**src/hdl/erim_pkg.sv**
```systemverilog
`default_nettype none
// ----------------------------------------------------------------------------
// erim_pkg: shared types and constants of the engine rpm and injector monitor
// Holds the item structs, the register file struct, the register indexes,
// the sequencer states and the build-time feature switches.
// ----------------------------------------------------------------------------
package erim_pkg;

   // Feature switches and the short-pulse filter limit.
   localparam logic        ENABLE_INJ       = 1'b1;
   localparam logic        ENABLE_RPM       = 1'b1;
   localparam logic [15:0] MIN_INJ_WIDTH_US = 16'd300;

   // Serial divider geometry: dividend is rpm_factor, divisor the period.
   localparam int DIVIDEND_W = 32;
   localparam int DIVISOR_W  = 24;
   localparam int DIV_CNT_W  = $clog2(DIVIDEND_W);

   // Configuration port geometry.
   localparam int CSR_IDX_W  = 4;
   localparam int CSR_DATA_W = 32;

   typedef enum logic [CSR_IDX_W-1:0] {
      REG_RPM_FACTOR       = 4'd0,
      REG_MIN_PERIOD_US    = 4'd1,
      REG_MAX_PERIOD_US    = 4'd2,
      REG_RPM_FLOOR        = 4'd3,
      REG_RPM_CEILING      = 4'd4,
      REG_STABLE_THRESHOLD = 4'd5,
      REG_STABLE_HOLD_MS   = 4'd6,
      REG_STOP_TIMEOUT_MS  = 4'd7
   } reg_index_type;

   typedef struct packed {
      logic [31:0] rpm_factor;
      logic [23:0] min_period_us;
      logic [23:0] max_period_us;
      logic [15:0] rpm_floor;
      logic [15:0] rpm_ceiling;
      logic [15:0] stable_rpm_threshold;
      logic [31:0] stable_hold_ms;
      logic [31:0] stop_timeout_ms;
   } cfg_type;

   typedef struct packed {
      logic [31:0] now_ms;
      logic [23:0] ignition_period_us;
      logic [15:0] injector_raw_us;
      logic [15:0] dead_time_us;
   } req_type;

   typedef struct packed {
      logic [15:0] engine_rpm;
      logic        engine_running;
      logic        engine_stable;
      logic [31:0] engine_start_ms;
      logic [15:0] injector_pulse_us;
   } rsp_type;

   typedef enum logic [1:0] {
      ST_IDLE = 2'd0,
      ST_DIV  = 2'd1,
      ST_WAIT = 2'd2
   } state_type;

endpackage

`default_nettype wire

```
**src/hdl/erim_csr.sv**
```systemverilog
`default_nettype none
// ----------------------------------------------------------------------------
// erim_csr: configuration register file
// Eight registers written through a valid/ready port; unknown indexes are
// dropped.
// ----------------------------------------------------------------------------
module erim_csr import erim_pkg::*; (
   input  wire logic                  clock,
   input  wire logic                  reset,
   input  wire logic                  csr_valid,
   output      logic                  csr_ready,
   input  wire logic [CSR_IDX_W-1:0]  csr_index,
   input  wire logic [CSR_DATA_W-1:0] csr_wdata,
   output      cfg_type               cfg
);

   cfg_type cfg_ff;
   cfg_type cfg_in;

   assign csr_ready = 1'b1;
   assign cfg       = cfg_ff;

   always_comb begin
      cfg_in = cfg_ff;
      if (csr_valid) begin
         unique case (reg_index_type'(csr_index))
            REG_RPM_FACTOR:       cfg_in.rpm_factor           = csr_wdata;
            REG_MIN_PERIOD_US:    cfg_in.min_period_us        = csr_wdata[23:0];
            REG_MAX_PERIOD_US:    cfg_in.max_period_us        = csr_wdata[23:0];
            REG_RPM_FLOOR:        cfg_in.rpm_floor            = csr_wdata[15:0];
            REG_RPM_CEILING:      cfg_in.rpm_ceiling          = csr_wdata[15:0];
            REG_STABLE_THRESHOLD: cfg_in.stable_rpm_threshold = csr_wdata[15:0];
            REG_STABLE_HOLD_MS:   cfg_in.stable_hold_ms       = csr_wdata;
            REG_STOP_TIMEOUT_MS:  cfg_in.stop_timeout_ms      = csr_wdata;
            default:              cfg_in = cfg_ff;
         endcase
      end
   end

   always_ff @(posedge clock) begin
      if (reset) begin
         cfg_ff.rpm_factor           <= 32'd60000000;
         cfg_ff.min_period_us        <= 24'd0;
         cfg_ff.max_period_us        <= 24'd1000000;
         cfg_ff.rpm_floor            <= 16'd0;
         cfg_ff.rpm_ceiling          <= 16'd9000;
         cfg_ff.stable_rpm_threshold <= 16'd400;
         cfg_ff.stable_hold_ms       <= 32'd1000;
         cfg_ff.stop_timeout_ms      <= 32'd1500;
      end else begin
         cfg_ff <= cfg_in;
      end
   end

endmodule

`default_nettype wire

```
**src/hdl/erim_div.sv**
```systemverilog
`default_nettype none
// ----------------------------------------------------------------------------
// erim_div: bit-serial restoring divider
// Shifts one quotient bit per cycle; the quotient holds after done pulses.
// ----------------------------------------------------------------------------
module erim_div import erim_pkg::*; (
   input  wire logic                  clock,
   input  wire logic                  reset,
   input  wire logic                  start,
   input  wire logic [DIVIDEND_W-1:0] dividend,
   input  wire logic [DIVISOR_W-1:0]  divisor,
   output      logic                  busy,
   output      logic                  done,
   output      logic [DIVIDEND_W-1:0] quotient
);

   logic                  busy_ff, busy_in;
   logic                  done_ff, done_in;
   logic [DIV_CNT_W-1:0]  cnt_ff, cnt_in;
   logic [DIVIDEND_W-1:0] quo_ff, quo_in;
   logic [DIVISOR_W-1:0]  rem_ff, rem_in;
   logic [DIVISOR_W-1:0]  dsr_ff, dsr_in;
   logic [DIVISOR_W:0]    shifted;
   logic [DIVISOR_W:0]    trial;
   logic                  fits;

   assign shifted = {rem_ff, quo_ff[DIVIDEND_W-1]};
   assign trial   = shifted - {1'b0, dsr_ff};
   assign fits    = shifted >= {1'b0, dsr_ff};

   always_comb begin
      busy_in = busy_ff;
      done_in = 1'b0;
      cnt_in  = cnt_ff;
      quo_in  = quo_ff;
      rem_in  = rem_ff;
      dsr_in  = dsr_ff;
      if (start) begin
         busy_in = 1'b1;
         cnt_in  = DIV_CNT_W'(DIVIDEND_W - 1);
         quo_in  = dividend;
         rem_in  = '0;
         dsr_in  = divisor;
      end else if (busy_ff) begin
         // The partial remainder stays below the divisor, so the low bits
         // carry it whether or not the trial subtraction succeeds.
         rem_in = fits ? trial[DIVISOR_W-1:0] : shifted[DIVISOR_W-1:0];
         quo_in = {quo_ff[DIVIDEND_W-2:0], fits};
         cnt_in = cnt_ff - 1'b1;
         if (cnt_ff == '0) begin
            busy_in = 1'b0;
            done_in = 1'b1;
         end
      end
   end

   always_ff @(posedge clock) begin
      if (reset) begin
         busy_ff <= 1'b0;
         done_ff <= 1'b0;
         cnt_ff  <= '0;
      end else begin
         busy_ff <= busy_in;
         done_ff <= done_in;
         cnt_ff  <= cnt_in;
      end
   end

   always_ff @(posedge clock) begin
      quo_ff <= quo_in;
      rem_ff <= rem_in;
      dsr_ff <= dsr_in;
   end

   assign busy     = busy_ff;
   assign done     = done_ff;
   assign quotient = quo_ff;

endmodule

`default_nettype wire

```
**src/hdl/engine_rpm_injector_monitor.sv**
```systemverilog
`default_nettype none
// A response item is presented after the bit-serial divider has shifted out the
// rpm quotient, the sequencer has seen done and moved to its wait state, and
// the response register has been loaded, which waits while an unread response
// is held. A new item is taken only after the previous one has loaded the
// response register. Reset (synchronous, active high) loads the register
// defaults and clears all tracking state and the response valid flag.
// ----------------------------------------------------------------------------
// engine_rpm_injector_monitor: engine speed and injector monitor
// Converts the ignition period to rpm with a serial divider, tracks the
// running and stable flags with their timeouts, and corrects the injector
// pulse width for dead time.
// ----------------------------------------------------------------------------
module engine_rpm_injector_monitor import erim_pkg::*; (
   input  wire logic                  clock,
   input  wire logic                  reset,
   input  wire logic                  req_valid,
   output      logic                  req_ready,
   input  wire req_type               req_data,
   output      logic                  rsp_valid,
   input  wire logic                  rsp_ready,
   output      rsp_type               rsp_data,
   input  wire logic                  csr_valid,
   output      logic                  csr_ready,
   input  wire logic [CSR_IDX_W-1:0]  csr_index,
   input  wire logic [CSR_DATA_W-1:0] csr_wdata
);

   cfg_type cfg;

   // Sequencer state and the captured request item.
   state_type state_ff, state_in;
   req_type   item_ff;

   // Tracking state carried from item to item.
   logic [31:0] last_act_ff, last_act_in;
   logic [31:0] last_stable_ff, last_stable_in;
   logic [31:0] start_ff, start_in;
   logic        running_ff, running_in;
   logic        stable_ff, stable_in;

   // Response register; it decouples the result from the next item.
   logic    rsp_valid_ff, rsp_valid_in;
   rsp_type rsp_data_ff, rsp_data_in;

   logic                  req_take;
   logic                  load_rsp;
   logic                  div_busy;
   logic                  div_done;
   logic [DIVIDEND_W-1:0] quotient;

   logic        period_ok;
   logic [15:0] rpm_capped;
   logic [15:0] rpm;
   logic        stop_expired;
   logic        hold_expired;
   logic [15:0] inj_actual;
   logic [15:0] pulse;
   logic        pulse_ok;

   erim_csr u_csr (
      .clock     (clock),
      .reset     (reset),
      .csr_valid (csr_valid),
      .csr_ready (csr_ready),
      .csr_index (csr_index),
      .csr_wdata (csr_wdata),
      .cfg       (cfg)
   );

   // The divider starts on the same edge that accepts the request item.
   erim_div u_div (
      .clock    (clock),
      .reset    (reset),
      .start    (req_take),
      .dividend (cfg.rpm_factor),
      .divisor  (req_data.ignition_period_us),
      .busy     (div_busy),
      .done     (div_done),
      .quotient (quotient)
   );

   assign req_take = req_valid && req_ready;

   // Next-state logic of the sequencer.
   always_comb begin
      state_in = state_ff;
      unique case (state_ff)
         ST_IDLE: if (req_valid) begin
            state_in = ST_DIV;
         end
         ST_DIV: if (div_done) begin
            state_in = ST_WAIT;
         end
         ST_WAIT: if (!rsp_valid_ff || rsp_ready) begin
            state_in = ST_IDLE;
         end
         default: state_in = ST_IDLE;
      endcase
   end

   // Output logic of the sequencer.
   always_comb begin
      req_ready = 1'b0;
      load_rsp  = 1'b0;
      unique case (state_ff)
         ST_IDLE: req_ready = 1'b1;
         ST_DIV:  req_ready = 1'b0;
         ST_WAIT: load_rsp  = !rsp_valid_ff || rsp_ready;
         default: req_ready = 1'b0;
      endcase
   end

   // The period must lie strictly inside the window; a zero period never
   // passes the lower bound test, so it needs no separate check beyond this.
   assign period_ok = (item_ff.ignition_period_us != '0)
                   && (cfg.min_period_us < item_ff.ignition_period_us)
                   && (item_ff.ignition_period_us < cfg.max_period_us);

   // Clamp against the upper display limit first, then raise to the lower
   // limit, so the lower limit wins when the two cross.
   always_comb begin
      if (quotient[31:16] != '0 || quotient[15:0] >= cfg.rpm_ceiling) begin
         rpm_capped = cfg.rpm_ceiling;
      end else begin
         rpm_capped = quotient[15:0];
      end
      if (!ENABLE_RPM || !period_ok) begin
         rpm = '0;
      end else if (rpm_capped < cfg.rpm_floor) begin
         rpm = cfg.rpm_floor;
      end else begin
         rpm = rpm_capped;
      end
   end

   // Time differences wrap modulo 2^32.
   assign stop_expired = (32'(item_ff.now_ms - last_act_ff)) > cfg.stop_timeout_ms;
   assign hold_expired = (32'(item_ff.now_ms - last_stable_ff)) > cfg.stable_hold_ms;

   // Dead time correction saturates at zero before the short-pulse filter.
   assign inj_actual = (item_ff.injector_raw_us > item_ff.dead_time_us)
                     ? 16'(item_ff.injector_raw_us - item_ff.dead_time_us) : '0;
   assign pulse_ok   = ENABLE_INJ && (item_ff.injector_raw_us != '0)
                    && (inj_actual >= MIN_INJ_WIDTH_US);
   assign pulse      = pulse_ok ? inj_actual : '0;

   // State update, applied on the cycle the response register is loaded.
   // The stop check runs first and the rpm stage may set stable again.
   always_comb begin
      running_in     = running_ff;
      stable_in      = stable_ff;
      start_in       = start_ff;
      last_stable_in = last_stable_ff;
      last_act_in    = last_act_ff;
      if (ENABLE_INJ) begin
         if (stop_expired) begin
            running_in = 1'b0;
            stable_in  = 1'b0;
            start_in   = '0;
         end else begin
            running_in = 1'b1;
         end
      end
      if (ENABLE_RPM) begin
         if (rpm > cfg.stable_rpm_threshold) begin
            if (!stable_in) begin
               start_in = item_ff.now_ms;
            end
            stable_in      = 1'b1;
            last_stable_in = item_ff.now_ms;
         end else if (hold_expired) begin
            stable_in = 1'b0;
            start_in  = '0;
         end
      end
      if (pulse_ok) begin
         last_act_in = item_ff.now_ms;
      end
   end

   // Response register next values.
   always_comb begin
      rsp_valid_in = rsp_valid_ff;
      rsp_data_in  = rsp_data_ff;
      if (rsp_valid_ff && rsp_ready) begin
         rsp_valid_in = 1'b0;
      end
      if (load_rsp) begin
         rsp_valid_in                  = 1'b1;
         rsp_data_in.engine_rpm        = rpm;
         rsp_data_in.engine_running    = running_in;
         rsp_data_in.engine_stable     = stable_in;
         rsp_data_in.engine_start_ms   = start_in;
         rsp_data_in.injector_pulse_us = pulse;
      end
   end

   always_ff @(posedge clock) begin
      if (reset) begin
         state_ff       <= ST_IDLE;
         rsp_valid_ff   <= 1'b0;
         last_act_ff    <= '0;
         last_stable_ff <= '0;
         start_ff       <= '0;
         running_ff     <= 1'b0;
         stable_ff      <= 1'b0;
      end else begin
         state_ff     <= state_in;
         rsp_valid_ff <= rsp_valid_in;
         if (load_rsp) begin
            last_act_ff    <= last_act_in;
            last_stable_ff <= last_stable_in;
            start_ff       <= start_in;
            running_ff     <= running_in;
            stable_ff      <= stable_in;
         end
      end
   end

   // Payload registers carry no reset.
   always_ff @(posedge clock) begin
      if (req_take) begin
         item_ff <= req_data;
      end
      rsp_data_ff <= rsp_data_in;
   end

   assign rsp_valid = rsp_valid_ff;
   assign rsp_data  = rsp_data_ff;

   // An accepted item always starts a division and enters the divide state.
   assert property (@(posedge clock) disable iff (reset)
      req_take |=> (state_ff == ST_DIV) && div_busy)
      else $error("accepted item did not start the divider");

   // The divider is never busy while a new item can be taken.
   assert property (@(posedge clock) disable iff (reset)
      req_ready |-> !div_busy)
      else $error("request ready while divider busy");

   // The start timestamp is only held while the stable flag is set.
   assert property (@(posedge clock) disable iff (reset)
      !stable_ff |-> (start_ff == '0))
      else $error("start time set while not stable");

   // A new response appears only out of the final sequencer state.
   assert property (@(posedge clock) disable iff (reset)
      $rose(rsp_valid_ff) |-> $past(state_ff == ST_WAIT))
      else $error("response raised outside the update state");

endmodule

`default_nettype wire
```
**config.mk**
```make
export PLATFORM = sky130hd
export DESIGN_NAME = engine_rpm_injector_monitor
export DESIGN_NICKNAME = d
export VERILOG_FILES = /design/src/hdl/erim_pkg.sv /design/src/hdl/erim_csr.sv /design/src/hdl/erim_div.sv /design/src/hdl/engine_rpm_injector_monitor.sv
export SDC_FILE = /design/constraint.sdc
export NUM_CORES = 1
export LEC_CHECK = 0
export CAP_MARGIN = 10
export CORE_MARGIN = 2
export CORE_UTILIZATION = 35
export CTS_CLUSTER_DIAMETER = 120
export DETAILED_ROUTE_END_ITERATION = 12
export DONT_BUFFER_PORTS = 1
export HOLD_SLACK_MARGIN = 0.05
export PLACE_DENSITY = 0.48
export SLEW_MARGIN = 0
export SYNTH_ARGS = -nofsm -noshare
export SYNTH_HDL_FRONTEND = slang
export SYNTH_HIERARCHICAL = 1
export SYNTH_SLANG_ARGS = --single-unit
```
**constraint.sdc**
```tcl
create_clock -name clock -period 12.3 [get_ports clock]
set_clock_uncertainty 0.15 [all_clocks]
set_input_delay 1.845 -clock clock [delete_from_list [all_inputs] [get_ports clock]]
set_output_delay 1.845 -clock clock [all_outputs]
set_load 0.03 [all_outputs]
```
## After elaboration in Yosys (flattened, before gate mapping)

Cells that the tools add are included.

| storage, ports and cells | value |
|---|---|
| flip-flop bits (word level) | 509 |
| bits of input ports | 129 |
| output and inout port bits | 69 |
| word-level logic and storage cells | 113 |

| operators by class | value |
|---|---|
| $add $sub $neg | 5 |
| magnitude comparators | 10 |
| eq/ne operators | 12 |
| multiplexer cells | 29 |
| bitwise operators | 1 |
| reductions and logical operators | 28 |

Operators by type and width:

| cell | count |
|---|---|
| $mux W32 | 6 |
| $gt A32 B32 Y1 | 2 |
| $mux W16 | 4 |
| $sub A32 B32 Y32 | 2 |
| $lt A24 B24 Y1 | 2 |
| $gt A16 B16 Y1 | 2 |
| $reduce_bool A16 Y1 | 2 |
| $ge A25 B24 Y1 | 1 |
| $mux W24 | 1 |
| $reduce_bool A24 Y1 | 1 |
| $sub A24 B24 Y24 | 1 |
| $reduce_and A2 Y1 | 10 |
| $eq A4 B3 Y1 const B | 4 |
| $ge A16 B16 Y1 | 1 |
| $ge A16 B9 Y1 const B | 1 |
| $lt A16 B16 Y1 | 1 |
| $sub A16 B16 Y16 | 1 |
| $mux W1 | 12 |
| $mux W5 | 2 |
| $eq A4 B2 Y1 const B | 2 |
| $mux W2 | 3 |
| $pmux W2 S3 | 1 |
| $logic_and A1 B1 Y1 | 5 |
| $logic_not A5 Y1 | 1 |
| 14 further kinds | 17 |

## Depth between registers and ports, before layout

Gate-level depths: netlist (run 1).

| logic depth | value |
|---|---|
| depth after elaboration | 8 |
| mapped depth | 35 |
| gate-level depth less buffers | 31 |

## By module

Netlist (run 1), hierarchy kept.

Modules (own cells, without submodules):

| module | times used | cells each | area an instance (um^2) | seq. area each (um^2) |
|---|---|---|---|---|
| engine_rpm_injector_monitor | 1 | 1,779 | 17,285.3 | 6,626.4 |
| erim_csr | 1 | 751 | 7,519.7 | 3,843.7 |
| erim_div | 1 | 457 | 4,820.9 | 2,302.2 |

## Least setup slack after synthesis (run 1)

No wires, ideal clock.

| path | value |
|---|---|
| path type | register to register |
| from | register u_div.quo_ff[0], in the netlist u_div/quotient[0] |
| to | register start_ff[1] |
| setup time | 0.059 ns |
| arrival time | 6.511 ns |
| data required time | 12.091 ns |
| path slack | 5.580 ns |
| stages on the path, launching flop included | 35 |
| path buffers | 5 |
| period minus slack after synthesis | 6.720 ns |
| cells stage by stage | edfxtp_1 inv_1 ha_1 nand2b_1 a21o_1 a211oi_2 o31a_1 o21ai_2 a41oi_4 nand2_4 buf_6 mux2_4 ha_1 nand4_1 or2_2 o221ai_1 nor3_1 nand3_1 nor3b_1 buf_6 buf_12 mux2_4 and2_1 ha_1 and4_1 nand2_1 nor2_1 o21ai_0 a21oi_1 o21ai_1 or2_2 clkbuf_1 a211oi_2 clkbuf_1 a22o_1 |

| between the ends | value |
|---|---|
| longest elaborated chain between the ends | 8 |

Ends and longest elaborated chain:

| element | line | RTL |
|---|---|---|
| start, declared | erim_div.sv:20 | `logic [DIVIDEND_W-1:0] quo_ff, quo_in;` |
| start signal, assigned | erim_div.sv:70 | `quo_ff <= quo_in;` |
| $ge A16 B16 Y1 | engine_rpm_injector_monitor.sv:123 | `if (quotient[31:16] != '0 \|\| quotient[15:0] >= cfg.rpm_ceiling) begin` |
| $logic_or A1 B1 Y1 | engine_rpm_injector_monitor.sv:123 |  |
| $mux W16 * | engine_rpm_injector_monitor.sv:123 |  |
| $lt A16 B16 Y1 | engine_rpm_injector_monitor.sv:130 | `end else if (rpm_capped < cfg.rpm_floor) begin` |
| $mux W16 * | engine_rpm_injector_monitor.sv:130 |  |
| $mux W16 * | engine_rpm_injector_monitor.sv:128 | `if (!ENABLE_RPM \|\| !period_ok) begin` |
| net rpm[13] | engine_rpm_injector_monitor.sv:54 | `logic [15:0] rpm;` |
| $gt A16 B16 Y1 * | engine_rpm_injector_monitor.sv:166 | `if (rpm > cfg.stable_rpm_threshold) begin` |
| $mux W32 * | engine_rpm_injector_monitor.sv:166 |  |
| end signal, assigned | engine_rpm_injector_monitor.sv:214 | `start_ff <= start_in;` |
| end, declared | engine_rpm_injector_monitor.sv:38 | `logic [31:0] start_ff, start_in;` |

The timed path passes the listed nets; every way through them passes the cells marked *.
A chain may end at the register's enable or synchronous reset.

## Worst setup path in the final report (run 1)

| path | value |
|---|---|
| from | register u_div.quo_ff[5], in the netlist u_div/quotient[5] |
| to | register start_ff[12] |

Same word-level chain as after synthesis.

==> flow_metrics.env, run 1 <==
export IMPL_status="completed"
export IMPL_timing_final_max_slew_violations=0
export IMPL_syn_inst=2987
export IMPL_cts_root_buffer="clkbuf_16"
export IMPL_layout_nets=3349
export IMPL_post_cts_repair_setup_buffers=0
export IMPL_critPathKind="reg2reg"
export IMPL_numCtsBuffers=66
export IMPL_overall_track_demand_over_capacity_in_global_routing_pct=18.3
export IMPL_post_route_period_util_pct=67.6
export IMPL_synth_largest_type_area_fraction_pct=21.8
export IMPL_dieHeight_um=295
export IMPL_ys_dominant_reg_cell="dfxtp_1"
export IMPL_detail_route_wl_per_cell_um=19.5
export IMPL_start_util_pct=35.4
export IMPL_grt_first_pass_wirelength_um=123000
export IMPL_tritoncts_clock_tree="built"
export IMPL_route_vias_total=21400
export IMPL_number_of_buffers_inserted_by_hold_repair_at_cts=0
export IMPL_drt_pass1_iter_count=7
export IMPL_synth_yosys_seq_area_share_pct=43.1
export IMPL_detail_route_drc_violations=0
export IMPL_critical_path_source_type="flop"
export IMPL_clock_edge_transition_at_the_registers_on_the_reported_setup_and_hold_paths_ps=60
export IMPL_hold_violations=0
export IMPL_path_common_cell="ha_1"
export IMPL_design_portCount=198
export IMPL_critical_path_arrival_ps=8680
export IMPL_cts_num_sinks=533
export IMPL_synth_top_cells_by_count="323 x dfxtp_1, 293 x inv_1, 261 x ha_1"
export IMPL_grt_pass1_vias=21400
export IMPL_die_width_um=295
export IMPL_endpoint_kind="flop"
export IMPL_cts_repair_resize_count=0
export IMPL_ys_types=102
export IMPL_synthesis_nets=3381
export IMPL_cts_path_max_buffers=3
export IMPL_detailedPlacementHpwl_um=59600
export IMPL_n_antenna_cell=0
export IMPL_netlist_top_cells_area="dfxtp_1 22%, edfxtp_1 21%, ha_1 11%"
export IMPL_timing_critical_path_required_ps=12670
export IMPL_critical_path_max_stage_delay_ps=680
export IMPL_port_buffers=0
export IMPL_clock_insertion_delay_worst_skew_ps=590
export IMPL_grt_setup_unrepaired="false"
export IMPL_area_of_the_die_mm2=0.0870
export IMPL_drtAntennaViolNets=0
export IMPL_async_reset_ff_share_pct=0
export IMPL_post_synth_top_area_cell="dfxtp_1"
export IMPL_setup_tns_final_ps=0
export IMPL_synth_edff_count=210
export IMPL_synthMostInstantiatedCell="dfxtp_1"
export IMPL_avg_synthesized_cell_area_um2=9.92
export IMPL_fmax_mhz=120
export IMPL_slew_headroom_pct=21.5
export IMPL_stdcell_count=4142
export IMPL_routed_wl_um=80900
export IMPL_setup_violations=0
export IMPL_routabilityCongestion=0.884
export IMPL_initialDrtViolationCount=1296
export IMPL_numPlacedInstances=4019
export IMPL_p_leak_nw=13.5
export IMPL_area_growth_syn_to_layout_pct=11.1
export IMPL_vdd_ir_drop_worst_mv=0.0815
export IMPL_core_area_mm2=0.0837
export IMPL_cap_violations=0
export IMPL_clock_tree_htree_level_count=3
export IMPL_worst_slew_pin_transition_ps=1170
export IMPL_grt_ovfl_total=0
export IMPL_route_detailed_vias_per_inst=5.17
export IMPL_grt_start_max_net_pins=321
export IMPL_synth_area_mm2=0.0296
export IMPL_cp_slowest_cell="o21ai_1"
export IMPL_placementRows=106
export IMPL_synth_warnings=6
export IMPL_layout_min_cycle_time_ps=8310
export IMPL_holdCritPathClass="reg2reg"
export IMPL_layout_drive_gt1_share_pct=7.98
export IMPL_crit_path_max_fanout=33
export IMPL_ys_seq_elements=533
export IMPL_powerDensity_mw_per_mm2=143
export IMPL_initial_antenna_violation_count=1
-- flip-flops by register name, indices dropped and copies added (netlist names) --
register and flops:
rsp_valid 1, u_div/quotient 32, u_div/cnt_ff 5, u_div/dsr_ff 24
last_act_ff 32, state_ff 2, start_ff 32, stable_ff 1
u_div/done 1, u_csr/cfg 192, u_div/rem_ff 24, u_div/busy 1
last_stable_ff 32, rsp_data 66, item_ff 88
-- layer usage --
metal / vias to the layer above / global-route usage, % / routed length, µm
met5: - / 0 / 13
met4: 2 / 4.75 / 1840
li1: 10500 / - / -
met3: 101 / 5.18 / 5530
met2: 449 / 29.7 / 36900
met1: 10300 / 23.8 / 36600
-- path summary, 6_finish.rpt --
path	start	endpoint	slack, ps	cells after the start
min	last_stable_ff[18]	last_stable_ff[18]	310	2
max	u_div/quotient[5]	start_ff[12]	3990	31
min reg2reg	last_stable_ff[18]	last_stable_ff[18]	310	2
max reg2reg	u_div/quotient[5]	start_ff[12]	3990	31
-- cells by family after synthesis --
group | after synthesis | share of synthesized area (%)
and+or+nand+nor | 827 | 14.3
AOI/OAI and AO/OA | 613 | 14.0
DFF | 533 | 43.1
buffers and inverters | 411 | 5.79
adders and majority gates | 265 | 11.3
muxes | 247 | 8.76
xor gates and xnor gates | 90 | 2.69
other | 1 | 0.0127
-- final cells by class --
| class | count | area (µm²) |
|---|---|---|
| Sequential cell | 533 | 12800 |
| Timing Repair Buffer | 18 | 163 |
| Tap cell | 1134 | 1420 |
| Clock buffer | 92 | 1920 |
| Multi-Input combinational cell | 2043 | 15200 |
| Inverter | 293 | 1100 |
| Clock inverter | 29 | 378 |
| Fill cell | 8270 | 50800 |
-- critical path: cells and delay by family, from the launching register on --
| family | cells | cell delay (ps) |
|---|---|---|
| AOI/OAI and AO/OA | 15 | 3830 |
| and+or+nand+nor | 9 | 1510 |
| adders and majority gates | 3 | 890 |
| muxes | 2 | 730 |
| buffers and inverters | 2 | 640 |
| DFF | 1 | 420 |
-- report_power, final --
group	leakage [nW]	internal (mW)	switching, mW
clock network	1.12	1.28	0.781
logic	7.76	0.278	0.403
registers	4.62	1.91	0.0564
total	13.5	3.47	1.24
-- placed cells by master (no fill, tap or decap), types with 6 or more instances in the layout --
| cell type | instances |
|---|---|
| o21bai_1 | 12 |
| dfxtp_1 | 323 |
| ha_1 | 261 |
| o31ai_1 | 6 |
| nand3_1 | 90 |
| nand2b_1 | 164 |
| a22o_1 | 66 |
| a211oi_1 | 11 |
| mux2i_1 | 184 |
| mux2_4 | 12 |
| clkbuf_1 | 15 |
| a21o_1 | 74 |
| edfxtp_1 | 210 |
| clkbuf_8 | 6 |
| xor2_1 | 29 |
| nor3_1 | 32 |
| nor2_1 | 200 |
| a21oi_1 | 203 |
| nor2b_1 | 32 |
| clkbuf_16 | 71 |
| clkinv_1 | 6 |
| or2_2 | 6 |
| and2_1 | 22 |
| a31oi_1 | 13 |
| inv_1 | 292 |
| and3_1 | 20 |
| o21ai_0 | 102 |
| nand4_1 | 30 |
| a311oi_1 | 9 |
| bufinv_16 | 9 |
| o21a_1 | 21 |
| clkinv_2 | 10 |
| a311oi_2 | 7 |
| nor4_1 | 24 |
| xnor2_1 | 60 |
| mux2_2 | 51 |
| o211ai_1 | 9 |
| buf_4 | 16 |
| nand2_1 | 160 |
-- per-stage QoR --
stage                     setup WS, ps  util [%]  area, µm²  total power, mW  hold slack (ps)
after floorplan                   5580         -      29600             2.52              286
after global placement            3860      36.6      30600             2.67              296
after detailed placement          3750      36.6      30600             2.68              300
after CTS                         3680      39.3      32900             4.77              308
after global routing              3440      39.3      32900             4.92              327
final                             3990      39.3      32900             4.71              306
Note: power is estimated with default switching activity, not from simulation.
==> inputs of run 2 (changes only) <==
- PLACE_DENSITY: 0.48 -> 0.5
- clock period: 12.3 -> 7.1 ns (I/O delays scaled with it)
==> flow_metrics.env, run 2 (same netlist as run 1, synthesis figures left out) <==
export IMPL_status="completed"
export IMPL_endpoint_kind="flop"
export IMPL_grt_pass1_vias=21600
export IMPL_layout_commonest_cell="dfxtp_1"
export IMPL_critical_path_arrival_ps=7200
export IMPL_route_detailed_vias_per_inst=5.17
export IMPL_power_switching_share_pct=27.0
export IMPL_cp_num_buf_inv=8
export IMPL_layout_min_cycle_time_ps=6820
export IMPL_cts_path_max_buffers=3
export IMPL_area_of_the_die_mm2=0.0870
export IMPL_total_switching_power_mw=2.23
export IMPL_route_vias_total=21800
export IMPL_p_leak_nw=14.0
export IMPL_critical_path_source_type="flop"
export IMPL_die_width_um=295
export IMPL_setup_violations=0
export IMPL_cts_num_sinks=533
export IMPL_initialDrtViolationCount=1337
export IMPL_grt_start_max_net_pins=321
export IMPL_vdd_ir_drop_worst_mv=0.206
export IMPL_area_growth_syn_to_layout_pct=14.4
export IMPL_initial_antenna_violation_count=1
export IMPL_clock_edge_transition_at_the_registers_on_the_reported_setup_and_hold_paths_ps=50
export IMPL_cts_root_buffer="clkbuf_16"
export IMPL_stdcell_count=4224
export IMPL_timing_critical_path_required_ps=7480
export IMPL_number_of_buffers_inserted_by_hold_repair_at_cts=0
export IMPL_port_buffers=0
export IMPL_power_share_clock_pct=43.4
export IMPL_timing_final_max_slew_violations=0
export IMPL_share_seq_of_total_power_pct=41.4
export IMPL_detail_route_drc_violations=0
export IMPL_drt_pass1_iter_count=5
export IMPL_grt_setup_unrepaired="false"
export IMPL_tritoncts_clock_tree="built"
export IMPL_core_area_mm2=0.0837
export IMPL_crit_path_max_fanout=8
export IMPL_drtAntennaViolNets=0
export IMPL_fmax_mhz=147
export IMPL_detail_route_wl_per_cell_um=19.5
export IMPL_routabilityCongestion=0.883
export IMPL_grt_ovfl_total=0
export IMPL_powerDensity_mw_per_mm2=243
export IMPL_hold_violations=0
export IMPL_start_util_pct=35.4
export IMPL_placementRows=106
export IMPL_most_common_layout_cells="323 x dfxtp_1, 291 x inv_1, 259 x ha_1, 210 x edfxtp_1, 199 x nor2_1"
export IMPL_cp_slowest_cell="edfxtp_1"
export IMPL_numCtsBuffers=67
export IMPL_grt_first_pass_wirelength_um=125000
export IMPL_layout_drive_gt1_share_pct=11.3
export IMPL_cell_internal_power_dissipation_mw=6.01
export IMPL_number_of_flip_flops_under_the_largest_register_name=192
export IMPL_clock_tree_htree_level_count=3
export IMPL_holdCritPathClass="reg2reg"
export IMPL_critPathKind="reg2reg"
export IMPL_routed_wl_um=82400
export IMPL_clock_insertion_delay_worst_skew_ps=610
export IMPL_post_route_period_util_pct=96.0
export IMPL_layout_nets=3429
export IMPL_overall_track_demand_over_capacity_in_global_routing_pct=18.3
export IMPL_critical_path_max_stage_delay_ps=420
export IMPL_worst_slew_pin_transition_ps=1100
export IMPL_power_frac_comb_pct=15.2
export IMPL_numPlacedInstances=4084
export IMPL_detailedPlacementHpwl_um=59900
export IMPL_path_common_cell="buf_6"
export IMPL_design_portCount=198
export IMPL_dieHeight_um=295
export IMPL_cap_violations=0
export IMPL_slew_headroom_pct=26.3
export IMPL_totalPowerFinal_mw=8.24
export IMPL_critical_path_top_delay_family="compound AO/OA/AOI/OAI gates"
-- run 2: cell count changes in the layout (fill, tap and decap cells not counted), sizes merged --
cell / previous run / this run
buf: 18 / 92
clkinvlp: 3 / 5
clkinv: 16 / 23
clkbuf: 92 / 91
diode: 0 / 1
bufinv: 9 / 7
inv: 294 / 295
-- run 2: worst register-to-register path, delay by kind of cell (launching register included) --
family          cells  cell delay, ps
simple gates        7            1080
flops               1             420
fa+ha+maj           3             690
mux                 2             590
compound gates     16            2640
buf+inv             8            1160
-- run 2: final timing paths --
kind,from,to,slack (ps),cells after the start
max reg2reg,u_div/quotient[5],start_ff[27],280,36
min,last_stable_ff[29],last_stable_ff[29],300,2
min reg2reg,last_stable_ff[29],last_stable_ff[29],300,2
max,u_div/quotient[5],start_ff[27],280,36
-- run 2: area by class of cell --
| type | count | area, µm² |
|---|---|---|
| fillers | 8174 | 49800 |
| inverters | 293 | 1100 |
| repair buffers | 97 | 961 |
| clock inverters | 37 | 424 |
| multi-input cells | 2043 | 15300 |
| flip-flops and latches | 533 | 12800 |
| diodes | 1 | 2.50 |
| well taps | 1134 | 1420 |
| clock buffers | 86 | 1900 |
-- run 2: metal layers --
metal,GRT usage [%],vias to the layer above,part of all wire [%]
met3,4.73,111,6.4
li1,-,10700,-
met5,0,-,0
met4,4.87,0,2.6
met1,24.0,10500,46
met2,29.9,481,45
-- run 2: power groups by stage --
stage                     sequential (mW)  clock (mW)  combinational [mW]
after global routing                 3.42        3.79                1.39
after CTS                            3.41        3.68                1.21
after detailed placement             3.48           0                1.20
final                                3.41        3.57                1.25
after floorplan                      3.44           0               0.933
after global placement               3.48           0                1.18
-- run 2: what timing repair did --
action	CTS	global route
hold endpoints to repair	0	0
gates resized for setup	2	36
buffers inserted	0	9
pin swaps	0	14
setup endpoints to repair	64	97
gates cloned	0	7
-- run 2: through the flow --
stage | TNS, ps | instance area, µm² | hold slack, ps | setup WS [ps] | util, %
2_1_floorplan | 0 | 29600 | 286 | 380 | -
5_1_grt | 0 | 33900 | 323 | 14.0 | 40.5
4_1_cts | 0 | 33500 | 305 | 23.2 | 40.0
3_5_place_dp | -165 | 31200 | 297 | -21.3 | 37.2
6_report | 0 | 33900 | 304 | 281 | 40.5
3_3_place_gp | 0 | 31200 | 294 | 106 | 37.2
==> inputs of run 3 (changes only) <==
- ABC_AREA: default -> 1
==> flow_metrics.env, run 3 <==
export IMPL_setup_violations=0
export IMPL_synthMostInstantiatedCell="nand2_1"
export IMPL_port_buffers=0
export IMPL_syn_inst=4254
export IMPL_worst_slew_pin_transition_ps=1130
export IMPL_crit_path_max_fanout=62
export IMPL_synth_edff_count=210
export IMPL_synth_area_mm2=0.0315
export IMPL_powerDensity_mw_per_mm2=228
export IMPL_placementRows=109
export IMPL_ys_dominant_reg_cell="dfxtp_1"
export IMPL_route_detailed_vias_per_inst=4.82
export IMPL_dieHeight_um=304
export IMPL_cts_path_max_buffers=3
export IMPL_timing_critical_path_required_ps=7490
export IMPL_route_vias_total=26100
export IMPL_grt_ovfl_total=0
export IMPL_cts_num_sinks=533
export IMPL_critical_path_max_stage_delay_ps=750
export IMPL_overall_track_demand_over_capacity_in_global_routing_pct=19.5
export IMPL_total_switching_power_mw=2.24
export IMPL_cts_root_buffer="clkbuf_16"
export IMPL_post_cts_repair_setup_buffers=0
export IMPL_share_seq_of_total_power_pct=42.9
export IMPL_initial_antenna_violation_count=5
export IMPL_start_util_pct=35.5
export IMPL_drt_pass1_iter_count=5
export IMPL_fmax_mhz=159
export IMPL_synth_largest_type_area_fraction_pct=20.5
export IMPL_area_growth_syn_to_layout_pct=9.97
export IMPL_routabilityCongestion=0.869
export IMPL_total_area_of_sequential_cells_mm2=0.0128
export IMPL_drtAntennaViolNets=0
export IMPL_area_of_the_die_mm2=0.0924
export IMPL_status="completed"
export IMPL_power_frac_comb_pct=14.6
export IMPL_p_leak_nw=15.8
export IMPL_most_common_layout_cells="1,070 x nand2_1, 664 x inv_1, 508 x nor2_1, 323 x dfxtp_1, 261 x ha_1"
export IMPL_routed_wl_um=90900
export IMPL_synth_warnings=6
export IMPL_power_share_clock_pct=42.5
export IMPL_layout_drive_gt1_share_pct=4.40
export IMPL_post_synth_top_area_cell="dfxtp_1"
export IMPL_tritoncts_clock_tree="built"
export IMPL_design_portCount=198
export IMPL_synth_top_cells_by_count="1,073 x nand2_1, 667 x inv_1, 511 x nor2_1"
export IMPL_cp_slowest_cell="nand2_1"
export IMPL_timing_final_max_slew_violations=0
export IMPL_hold_violations=0
export IMPL_async_reset_ff_share_pct=0
export IMPL_number_of_flip_flops_under_the_largest_register_name=192
export IMPL_initialDrtViolationCount=1751
export IMPL_ys_seq_elements=533
export IMPL_netlist_top_cells_area="dfxtp_1 21%, edfxtp_1 20%, nand2_1 13%"
export IMPL_endpoint_kind="flop"
export IMPL_grt_pass1_vias=24800
export IMPL_ys_types=53
export IMPL_clock_tree_htree_level_count=3
export IMPL_cp_num_buf_inv=2
export IMPL_multi_input_area_mm2=0.0155
export IMPL_slew_headroom_pct=24.3
export IMPL_fill_count=9327
export IMPL_die_width_um=304
export IMPL_critical_path_source_type="flop"
export IMPL_critPathKind="reg2reg"
export IMPL_detail_route_wl_per_cell_um=16.8
export IMPL_cell_internal_power_dissipation_mw=5.67
export IMPL_layout_core_utilization_pct=39.0
export IMPL_detail_route_drc_violations=0
export IMPL_core_area_mm2=0.0888
export IMPL_cts_repair_resize_count=0
export IMPL_avg_synthesized_cell_area_um2=7.40
export IMPL_setup_tns_final_ps=0
export IMPL_detailedPlacementHpwl_um=66300
export IMPL_critical_path_top_delay_family="simple AND/OR/NAND/NOR gates"
export IMPL_post_route_period_util_pct=88.3
export IMPL_grt_start_max_net_pins=130
export IMPL_number_of_buffers_inserted_by_hold_repair_at_cts=0
export IMPL_vdd_ir_drop_worst_mv=0.189
export IMPL_clock_edge_transition_at_the_registers_on_the_reported_setup_and_hold_paths_ps=60
export IMPL_grt_setup_unrepaired="false"
export IMPL_numCtsBuffers=67
export IMPL_cap_violations=0
export IMPL_layout_min_cycle_time_ps=6270
export IMPL_critical_path_arrival_ps=6660
export IMPL_holdCritPathClass="reg2reg"
export IMPL_synthesis_nets=4648
export IMPL_power_switching_share_pct=28.3
export IMPL_synth_yosys_seq_area_share_pct=40.6
export IMPL_layout_nets=4593
export IMPL_grt_first_pass_wirelength_um=143000
export IMPL_clock_insertion_delay_worst_skew_ps=620
export IMPL_layout_commonest_cell="nand2_1"
[run 3: final timing paths]
kind	startpoint	to	slack, ps	cells past startpoint
max reg2reg	u_div/quotient[11]	last_stable_ff[12]	830	27
min reg2reg	u_csr/cfg[4]	u_csr/cfg[4]	310	2
max	u_div/quotient[11]	last_stable_ff[12]	830	27
min	u_csr/cfg[4]	u_csr/cfg[4]	310	2
[run 3: area by class of cell]
class	instances	area share [%]
multi-input cells	2888	44.7
flip-flops and latches	533	36.9
inverters	681	7.42
clock buffers	94	5.61
well taps	1165	4.21
repair buffers	28	0.607
clock inverters	27	0.564
diodes	3	0.0217
[run 3: cell families after synthesis]
kind of cell,share of synthesized area [%]
AOI/OAI and AO/OA,8.39
and+or+nand+nor,27.9
adders and majority gates,10.6
other,0.0119
xor gates and xnor gates,2.09
DFF,40.6
buffers and inverters,10.4
[run 3: routing by layer]
metal | up-vias | share of wire [%] | GRT usage [%]
li1 | 13600 | - | -
met1 | 11900 | 46 | 26.1
met2 | 487 | 46 | 32.0
met3 | 121 | 5.2 | 3.87
met4 | 2 | 2.4 | 5.44
met5 | - | 0.018 | 0
[run 3: power groups by stage]
| stage | Combinational (mW) | Clock [mW] | Sequential, mW |
|---|---|---|---|
| after global routing | 1.33 | 3.59 | 3.40 |
| after global placement | 1.15 | 0 | 3.46 |
| final | 1.15 | 3.36 | 3.39 |
| after CTS | 1.16 | 3.47 | 3.39 |
| after floorplan | 0.861 | 0 | 3.43 |
| after detailed placement | 1.16 | 0 | 3.46 |
[run 3: per-stage QoR]
step	worst slack, ps	hold slack (ps)	power [mW]	cell area [µm²]	std cells
floorplan	1800	279	4.29	31500	4254
global placement	945	290	4.61	32500	5295
detailed placement	864	296	4.62	32500	5295
CTS	815	311	8.02	34600	5416
global route	181	329	8.32	34600	5417
finish	830	307	7.90	34600	5419
[run 3: tightest hold or removal path, cell delays in order, from the launching register on]
cell	delay, ps
dfxtp_1	330
nand2_1	50
nand3_1	50
